===== config.mk =====
export PLATFORM = sky130hd
export DESIGN_NAME = hga_cmp
export DESIGN_NICKNAME = d
export VERILOG_FILES = /design/src/hw/rtl/hga_cmp.sv
export SDC_FILE = /design/constraint.sdc
export NUM_CORES = 1
export LEC_CHECK = 0
export BUFFER_PORTS_ARGS = -buffer_cell sky130_fd_sc_hd__clkbuf_2
export CORE_AREA = 2 2 39 41
export DETAILED_ROUTE_END_ITERATION = 10
export DIE_AREA = 0 0 41 43
export GPL_ROUTABILITY_DRIVEN = 0
export PLACE_DENSITY = 0.44
export SYNTH_ARGS = -nofsm -noshare
export SYNTH_HDL_FRONTEND = slang
export SYNTH_SLANG_ARGS = --single-unit

===== constraint.sdc =====
create_clock -name vclk -period 1.2
set_input_delay 0.12 -clock vclk [all_inputs]
set_output_delay 0.12 -clock vclk [all_outputs]
set_load 0.05 [all_outputs]

===== src/hw/rtl/hga_cmp.sv =====
// Shared magnitude/equality compare unit, reused across sequencer steps.
// Depends on nothing.
module hga_cmp #(
   parameter int W = 9
) (
   input  logic [W-1:0] cmp_a,
   input  logic [W-1:0] cmp_b,
   output logic         cmp_lt,
   output logic         cmp_eq
);

   assign cmp_lt = cmp_a < cmp_b;
   assign cmp_eq = cmp_a == cmp_b;

endmodule


==> flow_summary.yaml <==
outcome:
  outcome: "finished with violations"
  violations: "negative setup slack"
logic_synthesis:
  synth_area_leaders: "ha_1 (51%), inv_1 (15%), a21oi_1 (9.1%)"
  synth.distinct_cells: 11
  syn_inst: 31
  ys_warn_count: 0
  syn_area_per_cell_um2: 7.06
  synth_common_cells: "ha_1 (9), inv_1 (9), a21oi_1 (4)"
  synth_area_um2: 219
  yosysSeqAreaShare_pct: 0
  synth.top_cell.area_share_pct: 51.4
  synth_top_area_cell: "ha_1"
  synth_nets: 58
power_and_ir_drop:
  vdd_drop_max_v: 0.000153
  p_clk_share_pct: 0
  power.share.combinational_pct: 100.0
  p_leak_nw: 0.263
  p_int_w: 0.000110
  sw_frac_of_total_pct: 44.3
  powerDensity_nw_per_um2: 365
  power.switching_w: 0.0000873
  power_frac_seq_pct: 0
  power_w: 0.000197
routing:
  drtAntennaViolNets: 0
  vias: 289
  totalWireLength_um: 595
  dr.first_iter.drc_count: 0
  wl_per_cell_um: 8.62
  dr.pass1.iters: 1
  viasPerCell: 4.19
  drc: 0
sta:
  final_max_slew_viol_count: 0
  worstMarginPinSlew_ns: 0.221
  period_needed_ns: 1.28
  fin_crit_sh_pct: 107
  slew_headroom_pct: 85.3
  setup_ws_ns: -0.0790
  grt_setup_unrepaired: "yes"
  hold_viol: 0
  whs_ns: 0.723
  setup_viol: 2
  fmax_mhz: 782
critical_path:
  cp-end-kind: "primary output"
  cp_num_buf_inv: 3
  cp_data_arrival_time_ns: 1.16
  cpLargestDelayFamily: "simple AND/OR/NAND/NOR gates"
  critPathKind: "input port to primary output"
  crit_path_top_delay_cell: "ha_4"
  slowest_delay_ns: 0.25
  required_ns: 1.08
  path_cells: "buf_6 > inv_4 > ha_4 > nand4_1 > nor2_2 > and4_4 > clkbuf_16"
  path_max_fanout: 3
  startpoint_type: "input port"
floorplanning:
  die_area_um2: 1760
  ios: 20
  die_x_um: 41
  rows: 14
  die_y_um: 43
  initial_core_util_pct: 15.8
  core_um2: 1380
final_layout:
  area_growth_syn_to_layout_pct: 147
  diodes: 0
  seqCellArea_um2: 0
  seq_cells: 0
  finalNonFillerCells: 69
  layout-drive-gt1-share_pct: 73.6
  clock_buffers: 0
  fill_cells: 141
  nNetsFinal: 82
grt:
  grt_pass1_vias: 242
  grt.overflow.total: 0
  antenna_found_initial: 0
  grt_max_degree: 4
  gr-usage-all-layers_pct: 6.79
  grt_pass1_wl_um: 903
placed_design:
  dpl.cell_count: 67
  pre_cts_ws_ns: -0.246
  port_buffers: 20
  dpl.hpwl_um: 442
flow_run:
  drv_cap: 0
hold_path:
  hold_path.class: "input port to primary output"
[through the flow]
stage	util [%]	cell area, µm²	TNS [ns]
after global placement	26.8	370	-0.384
after floorplan	-	235	0
after CTS	31.9	442	-0.188
final	39.1	541	-0.120
after global routing	39.1	541	-0.232
after detailed placement	26.8	370	-0.360
[cells in the final DEF (no fill, tap or decap)]
cell and instances:
ha_1 3, nand2b_1 1, nor2b_4 1, a21oi_1 2
inv_4 2, o21ai_1 1, inv_1 4, nand4_1 1
nor2_2 1, clkbuf_2 12, and4_4 1, ha_4 6
a21oi_4 1, inv_2 3, clkbuf_16 1, nand2_1 2
buf_6 6, buf_4 2, a21oi_2 1, o221ai_2 1
buf_12 1
[cells by family (layout without fill, tap and decap cells)]
group	Yosys count	in the layout	synth area share [%]
AND/OR/NAND/NOR	7	7	17.7
adder cells (fa/ha/maj)	9	9	51.4
buffers and inverters	9	31	15.4
AO/OA/AOI/OAI	6	6	15.4
[what timing repair did]
action                                  4_1_cts  5_1_grt
gates resized for setup                       7       21
endpoints found under the setup margin        2        2
buffers inserted                              1        1
pin swaps                                     2        9
hold buffers                                  0        0
[final timing paths]
kind      from     end  slack (ns)  depth (start not counted)
max   cmp_b[8]  cmp_eq       -0.08                          7
min   cmp_a[8]  cmp_lt        0.72                          6
[layer usage]
metal	track usage, %	routed length, µm	up-vias
met1	8.86	221	127
met3	0.524	71	0
met5	0	0	-
li1	-	-	149
met2	12.2	302	13
met4	0	0	0
[area by class of cell]
| type | count | area (µm²) | share of cell area [%] |
|---|---|---|---|
| multi-input combinational | 22 | 294 | 54.4 |
| timing repair buffer | 22 | 188 | 34.7 |
| inverter | 9 | 38.8 | 7.18 |
| tap | 16 | 20.0 | 3.70 |
[power by group through the flow]
stage	clock network, W	logic (W)	registers, W
5_1_grt	0	0.000220	0
3_3_place_gp	0	0.000137	0
3_5_place_dp	0	0.000137	0
6_report	0	0.000197	0
2_1_floorplan	0	0.0000767	0
4_1_cts	0	0.000156	0
Note: power is estimated with default switching activity, not from simulation.
