### config.mk
export PLATFORM = sky130hd
export DESIGN_NAME = hga_ctrl
export DESIGN_NICKNAME = d
export VERILOG_FILES = /design/src/hw/rtl/hga_pkg.sv /design/src/hw/rtl/hga_ctrl.sv
export SDC_FILE = /design/constraint.sdc
export NUM_CORES = 1
export LEC_CHECK = 0
export BUFFER_PORTS_ARGS = -buffer_cell sky130_fd_sc_hd__buf_2
export CORE_UTILIZATION = 40
export CTS_CLUSTER_DIAMETER = 60
export DETAILED_ROUTE_END_ITERATION = 8
export GPL_TIMING_DRIVEN = 0
export PLACE_DENSITY = 0.66
export SLEW_MARGIN = 10
export SYNTH_ARGS = -nofsm -noshare
export SYNTH_HDL_FRONTEND = slang
export SYNTH_SLANG_ARGS = --single-unit
### constraint.sdc
create_clock -name clock -period 2.9 [get_ports clock]
set_clock_uncertainty 0.2 [all_clocks]
set_input_delay 0 -clock clock [delete_from_list [all_inputs] [get_ports clock]]
set_output_delay 0 -clock clock [all_outputs]
set_load 0.02 [all_outputs]
### src/hw/rtl/hga_pkg.sv
// Shared codes and types of the generational handle allocator.
// No dependencies.
package hga_pkg;

   localparam logic [2:0] REQ_ACQUIRE = 3'd0;
   localparam logic [2:0] REQ_RELEASE = 3'd1;
   localparam logic [2:0] REQ_CHECK   = 3'd2;
   localparam logic [2:0] REQ_LOOKUP  = 3'd3;
   localparam logic [2:0] REQ_CLEAR   = 3'd4;

   localparam logic [1:0] ST_OK      = 2'd0;
   localparam logic [1:0] ST_FULL    = 2'd1;
   localparam logic [1:0] ST_INVALID = 2'd2;

   typedef struct packed {
      logic [1:0] status;
      logic [7:0] out_slot;
      logic [7:0] out_generation;
      logic [7:0] dense_index;
      logic       is_valid;
      logic [8:0] live_count;
   } rsp_type;

   typedef struct packed {
      logic std;
      logic dts;
      logic gen;
   } mem_we_type;

endpackage

### src/hw/rtl/hga_ctrl.sv
// Sequencer of the allocator: request latch, counters, free list head,
// table access and result assembly over the shared compare unit. Uses hga_pkg.
module hga_ctrl import hga_pkg::*; #(
   parameter int MAX_SLOTS = 256,
   parameter int GEN_BITS  = 8
) (
   input  logic                                                  clock,
   input  logic                                                  reset,
   input  logic                                                  req_valid,
   output logic                                                  req_ready,
   input  logic [2:0]                                            req_type,
   input  logic [7:0]                                            req_slot_index,
   input  logic [7:0]                                            req_generation,
   input  logic                                                  out_free,
   output logic                                                  done,
   output rsp_type                                               res,
   output mem_we_type                                            we,
   output logic [$clog2(MAX_SLOTS)-1:0]                          rd_slot_addr,
   output logic [$clog2(MAX_SLOTS)-1:0]                          rd_dense_addr,
   output logic [$clog2(MAX_SLOTS)-1:0]                          std_waddr,
   output logic [$clog2(MAX_SLOTS+1)-1:0]                        std_wdata,
   output logic [$clog2(MAX_SLOTS)-1:0]                          dts_waddr,
   output logic [$clog2(MAX_SLOTS)-1:0]                          dts_wdata,
   output logic [$clog2(MAX_SLOTS)-1:0]                          gen_waddr,
   output logic [GEN_BITS-1:0]                                   gen_wdata,
   input  logic [$clog2(MAX_SLOTS+1)-1:0]                        std_rdata,
   input  logic [$clog2(MAX_SLOTS)-1:0]                          dts_rdata,
   input  logic [GEN_BITS-1:0]                                   gen_rdata,
   output logic [(($clog2(MAX_SLOTS+1) > 8) ? $clog2(MAX_SLOTS+1) : 8)-1:0] cmp_a,
   output logic [(($clog2(MAX_SLOTS+1) > 8) ? $clog2(MAX_SLOTS+1) : 8)-1:0] cmp_b,
   input  logic                                                  cmp_lt,
   input  logic                                                  cmp_eq
);

   localparam int IDX_W = $clog2(MAX_SLOTS);
   localparam int CNT_W = $clog2(MAX_SLOTS + 1);
   localparam int CMP_W = (CNT_W > 8) ? CNT_W : 8;
   localparam logic [CNT_W-1:0] NO_SLOT = CNT_W'(MAX_SLOTS);

   typedef enum logic [10:0] {
      S_IDLE     = 11'b000_0000_0001,
      S_ACQ_CHK  = 11'b000_0000_0010,
      S_ACQ_POP  = 11'b000_0000_0100,
      S_ACQ_NEW  = 11'b000_0000_1000,
      S_VAL_CHK  = 11'b000_0001_0000,
      S_VAL_RD   = 11'b000_0010_0000,
      S_VAL_OWN  = 11'b000_0100_0000,
      S_REL_LAST = 11'b000_1000_0000,
      S_REL_MOVE = 11'b001_0000_0000,
      S_REL_FIN  = 11'b010_0000_0000,
      S_DONE     = 11'b100_0000_0000
   } state_type;

   state_type           state_ff, state_in;
   logic [2:0]          type_ff, type_in;
   logic [7:0]          slot_ff, slot_in;
   logic [7:0]          req_gen_ff, req_gen_in;
   logic [CNT_W-1:0]    live_ff, live_in;
   logic [CNT_W-1:0]    created_ff, created_in;
   logic [CNT_W-1:0]    free_head_ff, free_head_in;
   logic [CNT_W-1:0]    d_ff, d_in;
   logic [GEN_BITS-1:0] gen_ff, gen_in;
   rsp_type             res_ff, res_in;

   logic [CMP_W-1:0]    slot_ext;
   logic [CNT_W-1:0]    last;
   logic [CNT_W-1:0]    live_inc;
   logic [1:0]          fail_status;

   function automatic logic [GEN_BITS-1:0] next_gen(input logic [GEN_BITS-1:0] g);
      logic [GEN_BITS-1:0] n;
      n = g + 1'b1;
      if (n == '0) begin
         n = GEN_BITS'(1);
      end
      return n;
   endfunction

   assign slot_ext    = CMP_W'(slot_ff);
   assign last        = live_ff - 1'b1;
   assign live_inc    = live_ff + 1'b1;
   assign fail_status = (type_ff == REQ_CHECK) ? ST_OK : ST_INVALID;

   always_comb begin
      state_in     = state_ff;
      type_in      = type_ff;
      slot_in      = slot_ff;
      req_gen_in   = req_gen_ff;
      live_in      = live_ff;
      created_in   = created_ff;
      free_head_in = free_head_ff;
      d_in         = d_ff;
      gen_in       = gen_ff;
      res_in       = res_ff;
      we           = '0;
      rd_slot_addr = '0;
      rd_dense_addr = '0;
      std_waddr    = '0;
      std_wdata    = '0;
      dts_waddr    = '0;
      dts_wdata    = '0;
      gen_waddr    = '0;
      gen_wdata    = '0;
      cmp_a        = '0;
      cmp_b        = '0;
      done         = 1'b0;

      case (state_ff)
         S_IDLE: begin
            if (req_valid) begin
               type_in    = req_type;
               slot_in    = req_slot_index;
               req_gen_in = req_generation;
               res_in     = '0;
               res_in.live_count = 9'(live_ff);
               case (req_type)
                  REQ_ACQUIRE: begin
                     state_in = S_ACQ_CHK;
                  end
                  REQ_RELEASE, REQ_CHECK, REQ_LOOKUP: begin
                     state_in = S_VAL_CHK;
                  end
                  REQ_CLEAR: begin
                     live_in      = '0;
                     created_in   = '0;
                     free_head_in = NO_SLOT;
                     res_in.live_count = '0;
                     state_in     = S_DONE;
                  end
                  default: begin
                     state_in = S_DONE;
                  end
               endcase
            end
         end

         S_ACQ_CHK: begin
            cmp_a        = CMP_W'(free_head_ff);
            cmp_b        = CMP_W'(NO_SLOT);
            rd_slot_addr = free_head_ff[IDX_W-1:0];
            state_in     = cmp_lt ? S_ACQ_POP : S_ACQ_NEW;
         end

         S_ACQ_POP: begin
            cmp_a        = CMP_W'(std_rdata);
            cmp_b        = CMP_W'(NO_SLOT);
            free_head_in = (!cmp_lt && !cmp_eq) ? NO_SLOT : std_rdata;
            we.std       = 1'b1;
            std_waddr    = free_head_ff[IDX_W-1:0];
            std_wdata    = live_ff;
            we.dts       = 1'b1;
            dts_waddr    = live_ff[IDX_W-1:0];
            dts_wdata    = free_head_ff[IDX_W-1:0];
            live_in      = live_inc;
            res_in.status         = ST_OK;
            res_in.out_slot       = 8'(free_head_ff);
            res_in.out_generation = 8'(gen_rdata);
            res_in.dense_index    = 8'(live_ff);
            res_in.live_count     = 9'(live_inc);
            state_in     = S_DONE;
         end

         S_ACQ_NEW: begin
            cmp_a = CMP_W'(created_ff);
            cmp_b = CMP_W'(NO_SLOT);
            if (cmp_lt) begin
               we.gen     = 1'b1;
               gen_waddr  = created_ff[IDX_W-1:0];
               gen_wdata  = GEN_BITS'(1);
               we.std     = 1'b1;
               std_waddr  = created_ff[IDX_W-1:0];
               std_wdata  = live_ff;
               we.dts     = 1'b1;
               dts_waddr  = live_ff[IDX_W-1:0];
               dts_wdata  = created_ff[IDX_W-1:0];
               live_in    = live_inc;
               created_in = created_ff + 1'b1;
               res_in.status         = ST_OK;
               res_in.out_slot       = 8'(created_ff);
               res_in.out_generation = 8'd1;
               res_in.dense_index    = 8'(live_ff);
               res_in.live_count     = 9'(live_inc);
            end else begin
               res_in.status = ST_FULL;
            end
            state_in = S_DONE;
         end

         S_VAL_CHK: begin
            cmp_a        = slot_ext;
            cmp_b        = CMP_W'(created_ff);
            rd_slot_addr = slot_ext[IDX_W-1:0];
            if (cmp_lt && req_gen_ff != '0) begin
               state_in = S_VAL_RD;
            end else begin
               res_in.status = fail_status;
               state_in      = S_DONE;
            end
         end

         S_VAL_RD: begin
            cmp_a         = CMP_W'(std_rdata);
            cmp_b         = CMP_W'(live_ff);
            d_in          = std_rdata;
            gen_in        = gen_rdata;
            rd_dense_addr = std_rdata[IDX_W-1:0];
            if (cmp_lt && gen_rdata == GEN_BITS'(req_gen_ff)) begin
               state_in = S_VAL_OWN;
            end else begin
               res_in.status = fail_status;
               state_in      = S_DONE;
            end
         end

         S_VAL_OWN: begin
            cmp_a = CMP_W'(dts_rdata);
            cmp_b = slot_ext;
            if (!cmp_eq) begin
               res_in.status = fail_status;
               state_in      = S_DONE;
            end else if (type_ff == REQ_RELEASE) begin
               state_in = S_REL_LAST;
            end else begin
               res_in.is_valid    = 1'b1;
               res_in.dense_index = 8'(d_ff);
               state_in           = S_DONE;
            end
         end

         S_REL_LAST: begin
            cmp_a         = CMP_W'(d_ff);
            cmp_b         = CMP_W'(last);
            rd_dense_addr = last[IDX_W-1:0];
            state_in      = cmp_lt ? S_REL_MOVE : S_REL_FIN;
         end

         S_REL_MOVE: begin
            we.std    = 1'b1;
            std_waddr = dts_rdata;
            std_wdata = d_ff;
            we.dts    = 1'b1;
            dts_waddr = d_ff[IDX_W-1:0];
            dts_wdata = dts_rdata;
            state_in  = S_REL_FIN;
         end

         S_REL_FIN: begin
            we.gen       = 1'b1;
            gen_waddr    = slot_ext[IDX_W-1:0];
            gen_wdata    = next_gen(gen_ff);
            we.std       = 1'b1;
            std_waddr    = slot_ext[IDX_W-1:0];
            std_wdata    = free_head_ff;
            free_head_in = CNT_W'(slot_ext);
            live_in      = last;
            res_in.is_valid    = 1'b1;
            res_in.dense_index = 8'(d_ff);
            res_in.live_count  = 9'(last);
            state_in     = S_DONE;
         end

         S_DONE: begin
            done = out_free;
            if (out_free) begin
               state_in = S_IDLE;
            end
         end

         default: begin
            state_in = S_IDLE;
         end
      endcase
   end

   always_ff @(posedge clock) begin
      if (reset) begin
         state_ff     <= S_IDLE;
         live_ff      <= '0;
         created_ff   <= '0;
         free_head_ff <= NO_SLOT;
      end else begin
         state_ff     <= state_in;
         live_ff      <= live_in;
         created_ff   <= created_in;
         free_head_ff <= free_head_in;
      end
   end

   always_ff @(posedge clock) begin
      type_ff    <= type_in;
      slot_ff    <= slot_in;
      req_gen_ff <= req_gen_in;
      d_ff       <= d_in;
      gen_ff     <= gen_in;
      res_ff     <= res_in;
   end

   assign req_ready = (state_ff == S_IDLE);
   assign res       = res_ff;

endmodule

==> results.yml, run 1 <==
floorplanning:
  die_area_mm2: 0.0164
  initial_core_util: 0.414
  die_h_um: 128
  core_mm2: 0.0154
  placementRows: 45
  io_pins: 174
  die-width_um: 128
final_layout:
  diodes: 0
  utilization: 0.550
  multi_input_area_mm2: 0.00325
  syn_to_final_growth_pct: 32.8
  drive_above_1_share: 0.292
  fillers: 1436
  seq_area_mm2: 0.00292
  final_nets: 961
timing:
  fin_crit_ns: 2.85
  post-route-period-util: 0.982
  setup_ws_ns: 0.0510
  slew_viol_final: 0
  hold_viol: 0
  max_freq_mhz: 351
  setup_viol: 0
  slew_headroom: 0.420
  worst_pin_slew_ns: 0.863
synthesis:
  ys.flop_type: "edfxtp_1"
  synth_edf_count: 72
  synth-seq-cells: 110
  syn_inst: 676
  yosys_warnings: 0
  synth_seq_area_share: 0.459
  netlist.area_leader.share: 0.340
  async_flop_share: 0
  syn_nets: 730
  synth_cell_types: 71
  synth.avg_cell_area_um2: 9.41
  synth_top_cell_by_area: "edfxtp_1"
  syn-cell-area_mm2: 0.00636
  synth_area_leaders: "edfxtp_1 34%, dfxtp_1 12%, nand2_1 6.3%"
detailed_routing:
  wirelength_mm: 23.8
  drc: 0
  routedWlPerCell_um: 21.1
  drtIter0Drc: 841
  dr.pass1.iters: 5
  vias: 6705
  ant_nets: 0
  vias_per_cell: 5.97
global_routing:
  grt_pass1_wl_mm: 35.0
  grt_pass1_vias: 6202
  antenna_found_initial: 0
  grt.total_usage: 0.290
  grt_max_degree: 27
  globalRoute.totalOverflow: 0
outcome:
  status: "complete, no violations"
pwr:
  ir_worst_vdd_uv: 316
  p_total_mw: 4.08
  p_leak_nw: 3.76
  cellPowerDensity_mw_per_mm2: 482
critical_path:
  crit_required_ns: 2.70
  cp.depth: 10
  path_class: "flop to primary output"
  path_max_fanout: 10
  crit_buf_inv: 5
  slowest_delay_ns: 0.31
  endpoint_kind: "primary output"
  cp_slowest_cell: "dfxtp_1"
  critPathLaunchType: "flop"
  crit_arrival_ns: 2.65
  cp_top_family: "buffers and inverters"
  crit_path_frequent_cell: "buf_4"
  path_cells: "buf_6, nor4_4, buf_4, and2_1, and3_1, buf_4, buf_8, a22oi_1, o311ai_1, buf_2"
  r2r_cells: 7
clock_tree:
  cts_inserted_buffers: 9
  clockBufferDepth: 2
  insertion_delay_ns: 0.37
  cts_sinks: 110
  cts_tree: "yes"
  htreeDepth: 3
  clkSlewWorstSetupHoldPaths_ns: 0.09
  cts_root_buf: "clkbuf_16"
placement:
  portBuffers: 172
  pre_cts_ws_ns: -0.189
  dp_hpwl_mm: 17.2
  gp_congestion: 0.926
hold_path:
  hold_depth: 2
  min_path_type: "primary input to flop"
flow_run:
  cap_violations: 0
## area by class of cell
type / instances / share of cell area
multi-input cells: 498 / 0.384
flip-flops and latches: 110 / 0.346
repair buffers: 225 / 0.162
plain buffers: 46 / 0.0329
well taps: 211 / 0.0312
clock buffers: 12 / 0.0292
inverters: 17 / 0.00829
clock inverters: 4 / 0.00652
## worst register-to-register path, cell delays in order, from the launching register on
cell,delay (ns)
dfxtp_1,0.44
buf_2,0.32
nor2_1,0.09
nand4_1,0.38
nor4_1,0.11
a311o_1,0.33
a311oi_1,0.45
nand2_1,0.11
## flip-flops by register name (all words and copies together), names as in the netlist
signal	flops
created_ff	9
d_ff	9
free_head_ff	9
gen_ff	8
live_ff	9
req_gen_ff	8
res	36
slot_ff	8
state_ff	11
type_ff	3
## report_power, final
group | switching [mW] | leakage (nW) | internal [mW]
Combinational | 0.531 | 2.61 | 0.318
Sequential | 0.0678 | 1.00 | 1.84
Clock | 0.620 | 0.144 | 0.702
## cells in the mapped netlist (16+ instances only)
library cell / n
o21ai_0: 35
edfxtp_1: 72
nand3_1: 23
clkbuf_1: 26
inv_1: 16
dfxtp_1: 38
a22o_1: 29
xnor2_1: 22
a21oi_1: 21
buf_2: 18
nor2_1: 50
nand2_1: 106
## what timing repair did
item / in CTS / in global routing
setup endpoints to repair: 96 / 76
buffers inserted: 3 / 8
hold buffers: 41 / 0
resized for setup: 21 / 38
hold endpoints to repair: 65 / 0
pin swaps: 4 / 3
## cells in the final DEF, fill, tap and decap left out, drive strengths merged, types with 11 or more instances in the layout
cell / instances
buf: 207
nand2: 108
edfxtp: 72
nor2: 51
dlygate4sd3: 41
dfxtp: 38
o21ai: 35
clkbuf: 35
a22o: 29
nand3: 24
xnor2: 22
a21oi: 22
inv: 18
nor3: 17
a222oi: 14
a22oi: 14
a21o: 13
nor4: 12
xor2: 11
a31oi: 11
and2: 11
and3: 11
## cells by family (layout without fill, tap and decap cells)
kind of cell | after synthesis | after routing | synth area share
flops | 110 | 110 | 0.459
simple gates | 289 | 289 | 0.241
buf+inv | 68 | 304 | 0.0478
xor+xnor | 33 | 33 | 0.0454
fa+ha+maj | 4 | 4 | 0.00787
compound gates | 172 | 172 | 0.198
## path summary, 6_finish.rpt
check	from	end	slack, ns
hold / removal	req_valid	slot_ff[1]	0.008
setup / recovery	state_ff[3]	cmp_b[7]	0.05
setup reg to reg	state_ff[1]	res[3]	0.20
hold reg to reg	free_head_ff[7]	free_head_ff[7]	0.34
## through the flow
stage          instances  hold slack (ns)  area (um2)  TNS, ns
2_1_floorplan        676           -0.123        6370        0
3_3_place_gp        1059          -0.0222        7490   -29.55
3_5_place_dp        1060          -0.0219        7520    -3.57
4_1_cts             1117           0.0746        8320        0
5_1_grt             1123           0.0177        8450  -0.0144
6_report            1123          0.00785        8450        0
## metal layers
layer	wire length (um)	share of wire	GRT usage
met1	9250	0.39	0.360
met3	2520	0.11	0.0543
met5	0	0	0
met2	11000	0.46	0.482
met4	952	0.040	0.146
Note: power is estimated with default switching activity, not from simulation.
==> inputs of run 2 (changes only) <==
--- a/config.mk
+++ b/config.mk
@@ -6,11 +6,13 @@
 export NUM_CORES = 1
 export LEC_CHECK = 0
 export BUFFER_PORTS_ARGS = -buffer_cell sky130_fd_sc_hd__buf_2
-export CORE_UTILIZATION = 40
+export CELL_PAD_IN_SITES_DETAIL_PLACEMENT = 2
+export CELL_PAD_IN_SITES_GLOBAL_PLACEMENT = 2
+export CORE_UTILIZATION = 29
 export CTS_CLUSTER_DIAMETER = 60
 export DETAILED_ROUTE_END_ITERATION = 8
 export GPL_TIMING_DRIVEN = 0
-export PLACE_DENSITY = 0.66
+export PLACE_DENSITY_LB_ADDON = 0.1
 export SLEW_MARGIN = 10
 export SYNTH_ARGS = -nofsm -noshare
 export SYNTH_HDL_FRONTEND = slang
==> run 2 against run 1 <==
Against the previous run: global-route usage is 3.3 points lower; clock power down 5%; fmax increased by 0.20%; largest cell class unchanged; sequential share of layout area down 0.74 points.
==> results.yml, run 2 (synthesis gave the netlist of run 1 again) <==
final_layout:
  drive_above_1_share: 0.310
  largest_register_ffs: 36
  final_nets: 974
  syn_to_final_growth_pct: 35.8
  diodes: 0
  layout_commonest_cell: "buf_2"
  finalNonFillerCells: 1200
  final_cell_mix: "180 x buf_2, 104 x nand2_1, 72 x edfxtp_1"
critical_path:
  r2r_cells: 8
  cp-endpoint: "gen_waddr[0]"
  endpoint_kind: "primary output"
  r2r-end: "live_ff[6]"
  cp_slowest_cell: "dfxtp_1"
  crit_path_frequent_cell: "buf_4"
  path_max_fanout: 10
  rr_startpoint: "state_ff[0]"
  critPathLaunchType: "flop"
  crit_arrival_ns: 2.64
  path_class: "flop to primary output"
  crit_start: "state_ff[4]"
  slowest_delay_ns: 0.30
  r2r_slack_ns: 0.12
  path_cells: "buf_2, nor3_4, buf_4, and3_2, buf_4, buf_4, buf_4, nand2_1, o21ai_0, buf_2"
  crit_required_ns: 2.70
timing:
  timing.hold.ws_ns: 0.0983
  slew_headroom: 0.443
  hold_viol: 0
  max_freq_mhz: 352
  slew_viol_final: 0
  post-route-period-util: 0.980
  setup_viol: 0
  tns_ns: 0
  fin_crit_ns: 2.84
  worst_pin_slew_ns: 0.835
clock_tree:
  cts_tree: "yes"
  insertion_delay_ns: 0.36
  clkSlewWorstSetupHoldPaths_ns: 0.08
  clockBufferDepth: 2
  htreeDepth: 3
  cts_inserted_buffers: 9
  cts_sinks: 110
  cts_root_buf: "clkbuf_16"
hold_path:
  min_from: "req_valid"
  min_path_type: "primary input to flop"
global_routing:
  antenna_found_initial: 0
  grt_max_degree: 27
  grt.total_usage: 0.257
  globalRoute.totalOverflow: 0
  grt_pass1_vias: 6989
  grt_pass1_wl_mm: 42.7
detailed_routing:
  wirelength_mm: 28.9
  drtIter0Drc: 574
  vias: 6653
  drc: 0
  vias_per_cell: 5.54
  routedWlPerCell_um: 24.1
  dr.pass1.iters: 6
  ant_nets: 0
floorplanning:
  placementRows: 53
  die-width_um: 150
  die_area_mm2: 0.0225
  die_h_um: 150
  core_mm2: 0.0213
  initial_core_util: 0.299
  io_pins: 174
outcome:
  status: "complete, no violations"
placement:
  dp_hpwl_mm: 21.9
  gp_congestion: 0.889
  dp.cells: 1124
  portBuffers: 172
flow_run:
  cap_violations: 0
pwr:
  p_leak_nw: 3.80
  cellPowerDensity_mw_per_mm2: 474
  ir_worst_vdd_uv: 308
[run 2: cell count changes in the layout (fill, tap and decap cells not counted), moves of 2 or more]
cell      previous run  this run
clkinv_4             0         2
inv_8                0         2
buf_6                6         4
dfxtp_2              0         2
dfxtp_1             38        36
buf_4               17        33
[run 2: how the worst min path moves through the flow]
stage | to | slack, ns | depth (start not counted)
6_report | res[24] | 0.1 | 3
5_1_grt | res[24] | 0.11 | 3
4_1_cts | res[9] | 0.09 | 3
3_5_place_dp | slot_ff[3] | -0.02 | 1
3_3_place_gp | slot_ff[7] | -0.02 | 1
2_1_floorplan | state_ff[1] | -0.12 | 1
[run 2: repair_timing]
action	CTS	global route
hold endpoints to repair	63	0
pin swaps	5	8
gates cloned	0	0
endpoints found under the setup margin	155	66
hold buffers	41	0
gates resized for setup	34	22
buffers inserted	5	18
[run 2: layout make-up]
| cell class | instances | area (um2) |
|---|---|---|
| Inverter | 17 | 68.8 |
| Clock buffer | 9 | 225 |
| Fill cell | 2338 | 12600 |
| Timing Repair Buffer | 237 | 1460 |
| Tap cell | 275 | 344 |
| Clock inverter | 7 | 63.8 |
| Multi-Input combinational cell | 498 | 3270 |
| Buffer | 47 | 280 |
| Sequential cell | 110 | 2930 |
[run 2: layer usage]
layer,up-vias,GRT usage,share of wire
li1,3013,-,-
met1,3385,0.346,0.45
met2,222,0.431,0.48
met3,33,0.0321,0.045
met4,0,0.0758,0.020
met5,-,0,0
[run 2: through the flow]
| stage | area, um2 | util | power [mW] | setup slack (ns) |
|---|---|---|---|---|
| final | 8640 | 0.406 | 4.09 | 0.0567 |
| after detailed placement | 7600 | 0.357 | 2.72 | -0.373 |
| after global routing | 8640 | 0.406 | 4.25 | -0.0186 |
| after global placement | 7570 | 0.356 | 2.68 | -0.764 |
| after floorplan | 6370 | - | 2.39 | 0.243 |
| after CTS | 8440 | 0.396 | 4.05 | 0.0120 |
[run 2: critical path, delay by kind of cell, from the launching register on]
family | cells | cell delay (ns)
flops | 1 | 0.30
compound gates | 1 | 0.13
buf+inv | 6 | 1.25
simple gates | 3 | 0.59
[run 2: power by group]
| part | total (mW) | switching, mW | internal, mW |
|---|---|---|---|
| clock | 1.26 | 0.657 | 0.603 |
| combinational | 0.914 | 0.568 | 0.346 |
| sequential | 1.92 | 0.0797 | 1.84 |
